<file path="src/hw/rtl/lrbc_pkg.sv">
`default_nettype none

package lrbc_pkg;

  // schedule depth in use and the number of delay registers
  localparam int BACKOFF_STEPS = 5;
  localparam int NUM_DELAYS    = 5;
  localparam int DELAY_IDX_W   = $clog2(NUM_DELAYS);

  localparam int TIME_W    = 32;
  localparam int ATTEMPT_W = 8;
  localparam int CFG_IDX_W = 3;
  localparam int CFG_DATA_W = 32;

  localparam logic [ATTEMPT_W-1:0] ATTEMPT_MAX = '1;
  localparam logic [ATTEMPT_W-1:0] LAST_STEP   = ATTEMPT_W'(BACKOFF_STEPS - 1);

  // register indexes
  localparam logic [CFG_IDX_W-1:0] REG_NETWORK_CONFIGURED = 3'd0;
  localparam logic [CFG_IDX_W-1:0] REG_CONNECT_TIMEOUT    = 3'd1;
  localparam logic [CFG_IDX_W-1:0] REG_BACKOFF_DELAY_0    = 3'd2;
  localparam logic [CFG_IDX_W-1:0] REG_BACKOFF_DELAY_4    = 3'd6;

  // register reset values
  localparam logic                RST_NETWORK_CONFIGURED = 1'b1;
  localparam logic [TIME_W-1:0]   RST_CONNECT_TIMEOUT    = 32'd15000;
  localparam logic [NUM_DELAYS-1:0][TIME_W-1:0] RST_BACKOFF_DELAY = {
    32'd300000, 32'd120000, 32'd60000, 32'd30000, 32'd10000
  };

  // input opcodes
  localparam logic OP_BEGIN = 1'b0;
  localparam logic OP_TICK  = 1'b1;

  typedef enum logic [1:0] {
    MODE_IDLE       = 2'd0,
    MODE_CONNECTING = 2'd1,
    MODE_CONNECTED  = 2'd2,
    MODE_BACKOFF    = 2'd3
  } mode_t;

  typedef enum logic [1:0] {
    ACT_NONE      = 2'd0,
    ACT_CONNECT   = 2'd1,
    ACT_DROP      = 2'd2,
    ACT_RECONNECT = 2'd3
  } action_t;

  typedef enum logic [1:0] {
    IND_NONE       = 2'd0,
    IND_CONNECTING = 2'd1,
    IND_CONNECTED  = 2'd2,
    IND_ERROR      = 2'd3
  } indicator_t;

  typedef enum logic [1:0] {
    EVT_NONE = 2'd0,
    EVT_UP   = 2'd1,
    EVT_LOST = 2'd2
  } link_event_t;

  typedef struct packed {
    logic                               network_configured;
    logic [TIME_W-1:0]                  connect_timeout_ms;
    logic [NUM_DELAYS-1:0][TIME_W-1:0]  backoff_delay;
  } cfg_t;

  typedef struct packed {
    mode_t                mode;
    logic [TIME_W-1:0]    phase_start;
    logic [TIME_W-1:0]    wait_ms;
    logic [ATTEMPT_W-1:0] attempt_count;
    logic                 last_link;
  } state_t;

  typedef struct packed {
    logic              opcode;
    logic [TIME_W-1:0] now_ms;
    logic              link_up;
  } item_t;

  typedef struct packed {
    action_t              action;
    indicator_t           indicator;
    mode_t                mode_now;
    link_event_t          link_event;
    logic [ATTEMPT_W-1:0] attempts_now;
    logic [TIME_W-1:0]    current_wait_ms;
  } result_t;

endpackage

`default_nettype wire

</file>
<file path="src/hw/rtl/lrbc_in_if.sv">
`default_nettype none

interface lrbc_in_if;
  logic        valid;
  logic        ready;
  logic        opcode;
  logic [31:0] now_ms;
  logic        link_up;

  modport source (output valid, output opcode, output now_ms, output link_up, input ready);
  modport sink   (input valid, input opcode, input now_ms, input link_up, output ready);
endinterface

`default_nettype wire

</file>
<file path="src/hw/rtl/lrbc_out_if.sv">
`default_nettype none

interface lrbc_out_if;
  logic        valid;
  logic        ready;
  logic [1:0]  action;
  logic [1:0]  indicator;
  logic [1:0]  mode_now;
  logic [1:0]  link_event;
  logic [7:0]  attempts_now;
  logic [31:0] current_wait_ms;

  modport source (
    output valid, output action, output indicator, output mode_now,
    output link_event, output attempts_now, output current_wait_ms, input ready
  );
  modport sink (
    input valid, input action, input indicator, input mode_now,
    input link_event, input attempts_now, input current_wait_ms, output ready
  );
endinterface

`default_nettype wire

</file>
<file path="src/hw/rtl/link_reconnect_backoff_controller.sv">
// channel   dir  beat contents
// -------   ---  ---------------------------------------------------------
// req       in   opcode, now_ms, link_up
// rsp       out  action, indicator, mode_now, link_event, attempts_now,
//                current_wait_ms
// cfg       in   cfg_write, cfg_index, cfg_data (write only)
//
// one item per cycle sustained while rsp.ready holds; a result passes the input
// register, then step logic into the result register
// the mode/attempt/timer state updates in the same cycle the result loads
// rst is synchronous; it restores register defaults and idle mode
// a stalled result holds the step; req still takes a beat while the input
// register is empty
`default_nettype none

module link_reconnect_backoff_controller (
  input  wire logic                            clk,
  input  wire logic                            rst,
  lrbc_in_if.sink                              req,
  lrbc_out_if.source                           rsp,
  input  wire logic                            cfg_write,
  input  wire logic [lrbc_pkg::CFG_IDX_W-1:0]  cfg_index,
  input  wire logic [lrbc_pkg::CFG_DATA_W-1:0] cfg_data
);

  lrbc_pkg::cfg_t    cfg;
  lrbc_pkg::state_t  st;
  lrbc_pkg::state_t  st_next;
  lrbc_pkg::item_t   in_item;
  lrbc_pkg::result_t res;
  lrbc_pkg::result_t res_q;
  logic              in_valid;
  logic              out_valid;
  logic              advance;

  lrbc_cfg_regs u_cfg (
    .clk       (clk),
    .rst       (rst),
    .cfg_write (cfg_write),
    .cfg_index (cfg_index),
    .cfg_data  (cfg_data),
    .cfg       (cfg)
  );

  lrbc_step u_step (
    .cfg     (cfg),
    .st      (st),
    .item    (in_item),
    .st_next (st_next),
    .res     (res)
  );

  // handshake
  assign advance   = !out_valid || rsp.ready;
  assign req.ready = !in_valid || advance;

  // control and state
  always_ff @(posedge clk) begin
    if (rst) begin
      in_valid         <= 1'b0;
      out_valid        <= 1'b0;
      st.mode          <= lrbc_pkg::MODE_IDLE;
      st.phase_start   <= '0;
      st.wait_ms       <= '0;
      st.attempt_count <= '0;
      st.last_link     <= 1'b0;
    end else begin
      if (req.ready) begin
        in_valid <= req.valid;
      end
      if (advance) begin
        out_valid <= in_valid;
        if (in_valid) begin
          st <= st_next;
        end
      end
    end
  end

  // payload registers
  always_ff @(posedge clk) begin
    if (req.ready && req.valid) begin
      in_item.opcode  <= req.opcode;
      in_item.now_ms  <= req.now_ms;
      in_item.link_up <= req.link_up;
    end
    if (advance && in_valid) begin
      res_q <= res;
    end
  end

  // result beat
  assign rsp.valid           = out_valid;
  assign rsp.action          = res_q.action;
  assign rsp.indicator       = res_q.indicator;
  assign rsp.mode_now        = res_q.mode_now;
  assign rsp.link_event      = res_q.link_event;
  assign rsp.attempts_now    = res_q.attempts_now;
  assign rsp.current_wait_ms = res_q.current_wait_ms;

endmodule

`default_nettype wire

</file>
<file path="src/hw/rtl/lrbc_cfg_regs.sv">
`default_nettype none

module lrbc_cfg_regs (
  input  wire logic                              clk,
  input  wire logic                              rst,
  input  wire logic                              cfg_write,
  input  wire logic [lrbc_pkg::CFG_IDX_W-1:0]    cfg_index,
  input  wire logic [lrbc_pkg::CFG_DATA_W-1:0]   cfg_data,
  output lrbc_pkg::cfg_t                         cfg
);

  logic [lrbc_pkg::DELAY_IDX_W-1:0] delay_idx;

  // delay slot addressed by the index
  assign delay_idx = lrbc_pkg::DELAY_IDX_W'(cfg_index - lrbc_pkg::REG_BACKOFF_DELAY_0);

  // register file, indexes past the list are dropped
  always_ff @(posedge clk) begin
    if (rst) begin
      cfg.network_configured <= lrbc_pkg::RST_NETWORK_CONFIGURED;
      cfg.connect_timeout_ms <= lrbc_pkg::RST_CONNECT_TIMEOUT;
      cfg.backoff_delay      <= lrbc_pkg::RST_BACKOFF_DELAY;
    end else if (cfg_write) begin
      case (cfg_index)
        lrbc_pkg::REG_NETWORK_CONFIGURED: cfg.network_configured <= cfg_data[0];
        lrbc_pkg::REG_CONNECT_TIMEOUT:    cfg.connect_timeout_ms <= cfg_data;
        default: begin
          if (cfg_index inside {[lrbc_pkg::REG_BACKOFF_DELAY_0:lrbc_pkg::REG_BACKOFF_DELAY_4]})
          begin
            cfg.backoff_delay[delay_idx] <= cfg_data;
          end
        end
      endcase
    end
  end

endmodule

`default_nettype wire

</file>
<file path="src/hw/rtl/lrbc_step.sv">
`default_nettype none

module lrbc_step (
  input  wire lrbc_pkg::cfg_t    cfg,
  input  wire lrbc_pkg::state_t  st,
  input  wire lrbc_pkg::item_t   item,
  output lrbc_pkg::state_t       st_next,
  output lrbc_pkg::result_t      res
);

  logic [lrbc_pkg::TIME_W-1:0]      elapsed;
  logic [lrbc_pkg::DELAY_IDX_W-1:0] delay_idx;
  logic                             timed_out;
  logic                             wait_done;

  // wrapping elapsed time since the phase began
  assign elapsed   = item.now_ms - st.phase_start;
  assign timed_out = elapsed > cfg.connect_timeout_ms;
  assign wait_done = elapsed >= st.wait_ms;

  // schedule slot, held on the last step once the schedule runs out
  assign delay_idx = (st.attempt_count > lrbc_pkg::LAST_STEP)
                     ? lrbc_pkg::DELAY_IDX_W'(lrbc_pkg::LAST_STEP)
                     : lrbc_pkg::DELAY_IDX_W'(st.attempt_count);

  always_comb begin
    st_next        = st;
    res.action     = lrbc_pkg::ACT_NONE;
    res.indicator  = lrbc_pkg::IND_NONE;
    res.link_event = lrbc_pkg::EVT_NONE;

    if (item.opcode == lrbc_pkg::OP_BEGIN) begin
      // begin: error without network, else fresh connect attempt
      if (!cfg.network_configured) begin
        res.indicator = lrbc_pkg::IND_ERROR;
      end else begin
        st_next.mode        = lrbc_pkg::MODE_CONNECTING;
        st_next.phase_start = item.now_ms;
        res.action          = lrbc_pkg::ACT_CONNECT;
        res.indicator       = lrbc_pkg::IND_CONNECTING;
      end
    end else begin
      // link edge detection
      if (item.link_up != st.last_link) begin
        st_next.last_link = item.link_up;
        if (item.link_up) begin
          st_next.attempt_count = '0;
          st_next.mode          = lrbc_pkg::MODE_CONNECTED;
          res.indicator         = lrbc_pkg::IND_CONNECTED;
          res.link_event        = lrbc_pkg::EVT_UP;
        end else begin
          res.link_event = lrbc_pkg::EVT_LOST;
        end
      end

      // mode update on the post-edge mode
      case (st_next.mode)
        lrbc_pkg::MODE_CONNECTING: begin
          if (!item.link_up && timed_out) begin
            st_next.wait_ms = cfg.backoff_delay[delay_idx];
            if (st.attempt_count != lrbc_pkg::ATTEMPT_MAX) begin
              st_next.attempt_count = st.attempt_count + 1'b1;
            end
            st_next.mode        = lrbc_pkg::MODE_BACKOFF;
            st_next.phase_start = item.now_ms;
            res.action          = lrbc_pkg::ACT_DROP;
          end
        end
        lrbc_pkg::MODE_CONNECTED: begin
          if (!item.link_up) begin
            st_next.mode        = lrbc_pkg::MODE_CONNECTING;
            st_next.phase_start = item.now_ms;
            res.indicator       = lrbc_pkg::IND_CONNECTING;
            res.action          = lrbc_pkg::ACT_RECONNECT;
          end
        end
        lrbc_pkg::MODE_BACKOFF: begin
          if (wait_done) begin
            st_next.mode        = lrbc_pkg::MODE_CONNECTING;
            st_next.phase_start = item.now_ms;
            res.indicator       = lrbc_pkg::IND_CONNECTING;
            res.action          = lrbc_pkg::ACT_CONNECT;
          end
        end
        default: begin
        end
      endcase
    end

    res.mode_now        = st_next.mode;
    res.attempts_now    = st_next.attempt_count;
    res.current_wait_ms = st_next.wait_ms;
  end

endmodule

`default_nettype wire

</file>
<file path="src/flat_wrapper.sv">
// flat-port wrapper written by rule: the top's interface ports become plain ports
module link_reconnect_backoff_controller_flat 
  (clk, rst, cfg_write, cfg_index, cfg_data, req_valid, req_opcode, req_now_ms, req_link_up, req_ready, rsp_valid, rsp_action, rsp_indicator, rsp_mode_now, rsp_link_event, rsp_attempts_now, rsp_current_wait_ms, rsp_ready);
  lrbc_in_if req_i ();
  lrbc_out_if rsp_i ();
  input  wire logic clk;
  input  wire logic rst;
  input  wire logic cfg_write;
  input  wire logic [lrbc_pkg::CFG_IDX_W-1:0] cfg_index;
  input  wire logic [lrbc_pkg::CFG_DATA_W-1:0] cfg_data;
  input wire logic [$bits(req_i.valid)-1:0] req_valid;
  input wire logic [$bits(req_i.opcode)-1:0] req_opcode;
  input wire logic [$bits(req_i.now_ms)-1:0] req_now_ms;
  input wire logic [$bits(req_i.link_up)-1:0] req_link_up;
  output wire logic [$bits(req_i.ready)-1:0] req_ready;
  output wire logic [$bits(rsp_i.valid)-1:0] rsp_valid;
  output wire logic [$bits(rsp_i.action)-1:0] rsp_action;
  output wire logic [$bits(rsp_i.indicator)-1:0] rsp_indicator;
  output wire logic [$bits(rsp_i.mode_now)-1:0] rsp_mode_now;
  output wire logic [$bits(rsp_i.link_event)-1:0] rsp_link_event;
  output wire logic [$bits(rsp_i.attempts_now)-1:0] rsp_attempts_now;
  output wire logic [$bits(rsp_i.current_wait_ms)-1:0] rsp_current_wait_ms;
  input wire logic [$bits(rsp_i.ready)-1:0] rsp_ready;
  assign req_i.valid = req_valid;
  assign req_i.opcode = req_opcode;
  assign req_i.now_ms = req_now_ms;
  assign req_i.link_up = req_link_up;
  assign req_ready = req_i.ready;
  assign rsp_valid = rsp_i.valid;
  assign rsp_action = rsp_i.action;
  assign rsp_indicator = rsp_i.indicator;
  assign rsp_mode_now = rsp_i.mode_now;
  assign rsp_link_event = rsp_i.link_event;
  assign rsp_attempts_now = rsp_i.attempts_now;
  assign rsp_current_wait_ms = rsp_i.current_wait_ms;
  assign rsp_i.ready = rsp_ready;
  link_reconnect_backoff_controller u_core (.clk(clk), .rst(rst), .req(req_i), .rsp(rsp_i), .cfg_write(cfg_write), .cfg_index(cfg_index), .cfg_data(cfg_data));
endmodule
</file>
<file path="config.mk">
export PLATFORM = sky130hd
export DESIGN_NAME = link_reconnect_backoff_controller_flat
export DESIGN_NICKNAME = d
export VERILOG_FILES = /design/src/hw/rtl/lrbc_pkg.sv /design/src/hw/rtl/lrbc_in_if.sv /design/src/hw/rtl/lrbc_out_if.sv /design/src/hw/rtl/link_reconnect_backoff_controller.sv /design/src/hw/rtl/lrbc_cfg_regs.sv /design/src/hw/rtl/lrbc_step.sv /design/src/flat_wrapper.sv
export SDC_FILE = /design/constraint.sdc
export NUM_CORES = 1
export LEC_CHECK = 0
export BUFFER_PORTS_ARGS = -buffer_cell sky130_fd_sc_hd__buf_2
export CAP_MARGIN = 20
export CORE_ASPECT_RATIO = 0.6
export CORE_UTILIZATION = 55
export DETAILED_ROUTE_END_ITERATION = 12
export PLACE_DENSITY = 0.84
export SKIP_LAST_GASP = 1
export SLEW_MARGIN = 20
export SYNTH_ARGS = -nofsm -noshare
export SYNTH_HDL_FRONTEND = slang
export SYNTH_SLANG_ARGS = --single-unit
</file>
<file path="constraint.sdc">
create_clock -name clk -period 13.25 [get_ports clk]
set_input_delay 1.325 -clock clk [delete_from_list [all_inputs] [get_ports clk]]
set_output_delay 1.325 -clock clk [all_outputs]
set_load 0.01 [all_outputs]
</file>
==> flow_metrics.env <==
export IMPL_grt_usage=0.287
export IMPL_finalClockSkew_ns=0.0237
export IMPL_clk_pin_slew_ns=0.07
export IMPL_r2r_end="u_core.st[17]"
export IMPL_drt_first_pass_iters=7
export IMPL_period_needed_ns=6.20
export IMPL_drt_iter0_drc=1521
export IMPL_finalHoldViolCount=0
export IMPL_cts_root_buf="clkbuf_16"
export IMPL_ctsHoldBuffers=0
export IMPL_vias_per_cell=6.00
export IMPL_cp_start_kind="flip-flop"
export IMPL_synth_cell_types=65
export IMPL_rr_worst_depth=22
export IMPL_grt_pass1_wl_um=75900
export IMPL_vias=15300
export IMPL_crit_cells=22
export IMPL_synth_edf_count=82
export IMPL_postRouteAntennaNets=0
export IMPL_pre_cts_ws_ns=7.20
export IMPL_netlist_area_um2=17600
export IMPL_leakage_nw=7.07
export IMPL_grt_max_degree=107
export IMPL_synthCells=2052
export IMPL_crit_required_ns=13.76
export IMPL_grt_antenna_before_repair=3
export IMPL_max_stage_delay_ns=0.59
export IMPL_syn_nets=2226
export IMPL_maxSlewHeadroom=0.260
export IMPL_topRoutingLayerUsed="met5"
export IMPL_coreArea_um2=31300
export IMPL_met3_length_um=4150
export IMPL_crit_end="u_core.st[17]"
export IMPL_dp_cells=2489
export IMPL_cp_end_kind="flip-flop"
export IMPL_finalMaxSlewViolations=0
export IMPL_synth_compound_area_frac=0.190
export IMPL_path_buf_inv=3
export IMPL_path_cells="inv_1 > ha_1 > inv_1 > fa_1 > a211oi_1 > o21ai_0 > o2111ai_1 > nand2_1 > a22o_1 > o41ai_2 > o22ai_1 > a311o_1 > ha_1 > nand4_1 > or3_1 > nor2_1 > o41ai_2 > a21oi_2 > and2_2 > buf_4 > nor2_1 > a211oi_2"
export IMPL_drv_cap=0
export IMPL_worstReg2RegStart="u_core.in_item[1]"
export IMPL_arrival_ns=6.71
export IMPL_worst_slack_ns=7.05
export IMPL_dp_hpwl_um=32000
export IMPL_grt_overflow_total=0
export IMPL_worst_pin_slew_ns=1.11
export IMPL_drive_above_1_share=0.134
export IMPL_clk_latency_ns=0.60
export IMPL_fin_tns_setup_ns=0
export IMPL_cts_htree_levels=1
export IMPL_portBuffers=123
export IMPL_ys_flop_type="dfxtp_1"
export IMPL_finalNonFillerCells=2549
export IMPL_crit_start="u_core.in_item[1]"
export IMPL_start_util=0.562
export IMPL_path_delay_family="compound AO/OA/AOI/OAI gates"
export IMPL_crit_slowest_cell="buf_4"
export IMPL_crit_type="flip-flop to flip-flop"
export IMPL_yosys_area_share_simple=0.203
export IMPL_grt_pass1_vias=14700
export IMPL_rsz0062_at_grt="false"
export IMPL_synth_area_leaders="dfxtp_1 (31%), edfxtp_1 (14%), nand2_1 (10%)"
export IMPL_finalCoreUtilization=0.623
export IMPL_min_period_over_period=0.468
export IMPL_die_area_um2=32800
export IMPL_nets=2280
export IMPL_met1_length_um=20500
export IMPL_status="completed"
export IMPL_crit_fanout=48
export IMPL_powerDensity_nw_per_um2=125
export IMPL_synthMuxAreaShare=0.0234
export IMPL_synth_top_family_by_area="simple AND/OR/NAND/NOR gates"
export IMPL_place_congestion=0.915
export IMPL_hold_class="flip-flop to flip-flop"
export IMPL_synth_largest_area_cell="dfxtp_1"
export IMPL_ys_seq_area_frac=0.446
export IMPL_syn_area_per_cell_um2=8.59
export IMPL_drc=0
export IMPL_cts_buffers=31
export IMPL_wire_per_inst_um=18.9
export IMPL_timing_fmax_ghz=0.161
export IMPL_rrSetupSlack_ns=7.05
export IMPL_cts_tree="built"
export IMPL_synth_top_area_frac=0.307
export IMPL_setup_violations_final=0
export IMPL_die_h_um=141
export IMPL_area_growth_pct=10.8
export IMPL_die_x_um=233
export IMPL_synth_xor_area_share=0.0119
export IMPL_post_cts_setup_buffers=0
export IMPL_ys_ff_latch=352
export IMPL_clock_sinks=352
export IMPL_ir_drop_uv=120
export IMPL_synthAdderAreaFrac=0.0714
export IMPL_async_reset_ff_frac=0
export IMPL_wirelength_um=48200
export IMPL_max_clock_path_buffers=3
export IMPL_post_cts_resized=0
export IMPL_synth_warnings=0
export IMPL_wl_met2_um=22200
export IMPL_pin_count=124
export IMPL_num_rows=50
==> cells in the final DEF, fill, tap and decap left out, drive strengths merged, types with 5 or more instances in the layout <==
master  instances
a211o           7
a211oi         45
a21o           25
a21oi         272
a31oi          35
and3            7
buf           140
clkbuf         46
clkinv          7
dfxtp         270
edfxtp         82
ha             99
inv           116
mux2i          40
nand2         475
nand2b         75
nand3          16
nand3b         36
nand4          16
nor2          133
nor2b          19
nor3           12
o21a            5
o21ai          37
o21bai          6
o221ai         33
or2             5
xnor2          19
xor2            5
==> synthesized netlist by cell type, types with 4 or more instances <==
library cell and count:
ha_1 99, a21oi_1 270, edfxtp_1 82, o21a_1 5, nand3_1 16, mux2i_1 40, buf_1 8, a211oi_1 14
xor2_1 5, o221ai_2 30, xnor2_1 19, nand4_1 16, nor3_1 12, o21bai_1 6, a21o_1 25, o21ai_0 18
dfxtp_1 270, buf_2 26, nor2_1 133, nand2b_1 75, nand3b_1 36, and3_1 7, inv_1 110, a31oi_1 35
nand2_1 475, a211oi_2 31, a211o_1 7, nor2b_1 19, a22o_1 4, and2_1 4, o21ai_1 19, clkbuf_1 81
==> metal layers <==
metal / vias to the layer above / GRT usage
met5: - / 0
met4: 2 / 0.0936
met3: 113 / 0.0536
met2: 738 / 0.466
met1: 7316 / 0.387
li1: 7135 / -
==> area by class of cell <==
class | count | area, um^2
flip-flops and latches | 352 | 7870
repair buffers | 141 | 759
well taps | 416 | 520
inverters | 113 | 424
clock inverters | 13 | 108
fillers | 2559 | 11800
multi-input cells | 1467 | 8880
diodes | 2 | 5.00
clock buffers | 45 | 973
==> power breakdown <==
part | leakage, nW | switching, mW | total [mW] | internal, mW
Combinational | 3.57 | 0.200 | 0.324 | 0.124
Sequential | 2.97 | 0.0202 | 1.15 | 1.13
Clock | 0.535 | 0.426 | 0.958 | 0.532
==> logic make-up after synthesis <==
kind of cell / count (synthesis)
xor+xnor: 24
fa+ha+maj: 100
compound gates: 494
simple gates: 808
buf+inv: 233
mux: 41
flops: 352
==> metrics by stage <==
stage | total power [mW] | area (um^2) | hold slack [ns]
2_1_floorplan | 1.39 | 17600 | 0.436
3_3_place_gp | 1.47 | 18400 | 0.441
3_5_place_dp | 1.49 | 18400 | 0.447
4_1_cts | 2.44 | 19500 | 0.456
5_1_grt | 2.52 | 19500 | 0.474
6_report | 2.43 | 19500 | 0.456
==> sequential cells by signal (all words and copies together) (netlist names) <==
name / flops
u_core.rsp.mode_now: 2
u_core.rsp.link_event: 2
u_core.st: 75
u_core.rsp.current_wait_ms: 32
u_core.in_valid: 1
u_core.rsp.action: 2
u_core.in_item: 34
u_core.rsp.valid: 1
u_core.u_cfg.cfg: 193
u_core.rsp.attempts_now: 8
u_core.rsp.indicator: 2
==> tightest hold or removal path, delay by kind of cell (launching register included) <==
kind | cells | cell delay [ns]
and+or+nand+nor | 1 | 0.05
DFF | 1 | 0.31
AOI/OAI and AO/OA | 1 | 0.05
==> worst min path at each step <==
stage	slack, ns	depth (start not counted)	from	to
floorplan	0.44	2	u_core.u_cfg.cfg[27]	u_core.u_cfg.cfg[27]
global placement	0.44	2	u_core.u_cfg.cfg[124]	u_core.u_cfg.cfg[124]
detailed placement	0.45	2	u_core.u_cfg.cfg[52]	u_core.u_cfg.cfg[52]
CTS	0.46	2	u_core.u_cfg.cfg[155]	u_core.u_cfg.cfg[155]
global route	0.47	2	u_core.u_cfg.cfg[141]	u_core.u_cfg.cfg[141]
finish	0.46	2	u_core.u_cfg.cfg[52]	u_core.u_cfg.cfg[52]
No activity file was read; power rests on OpenSTA's default activity.
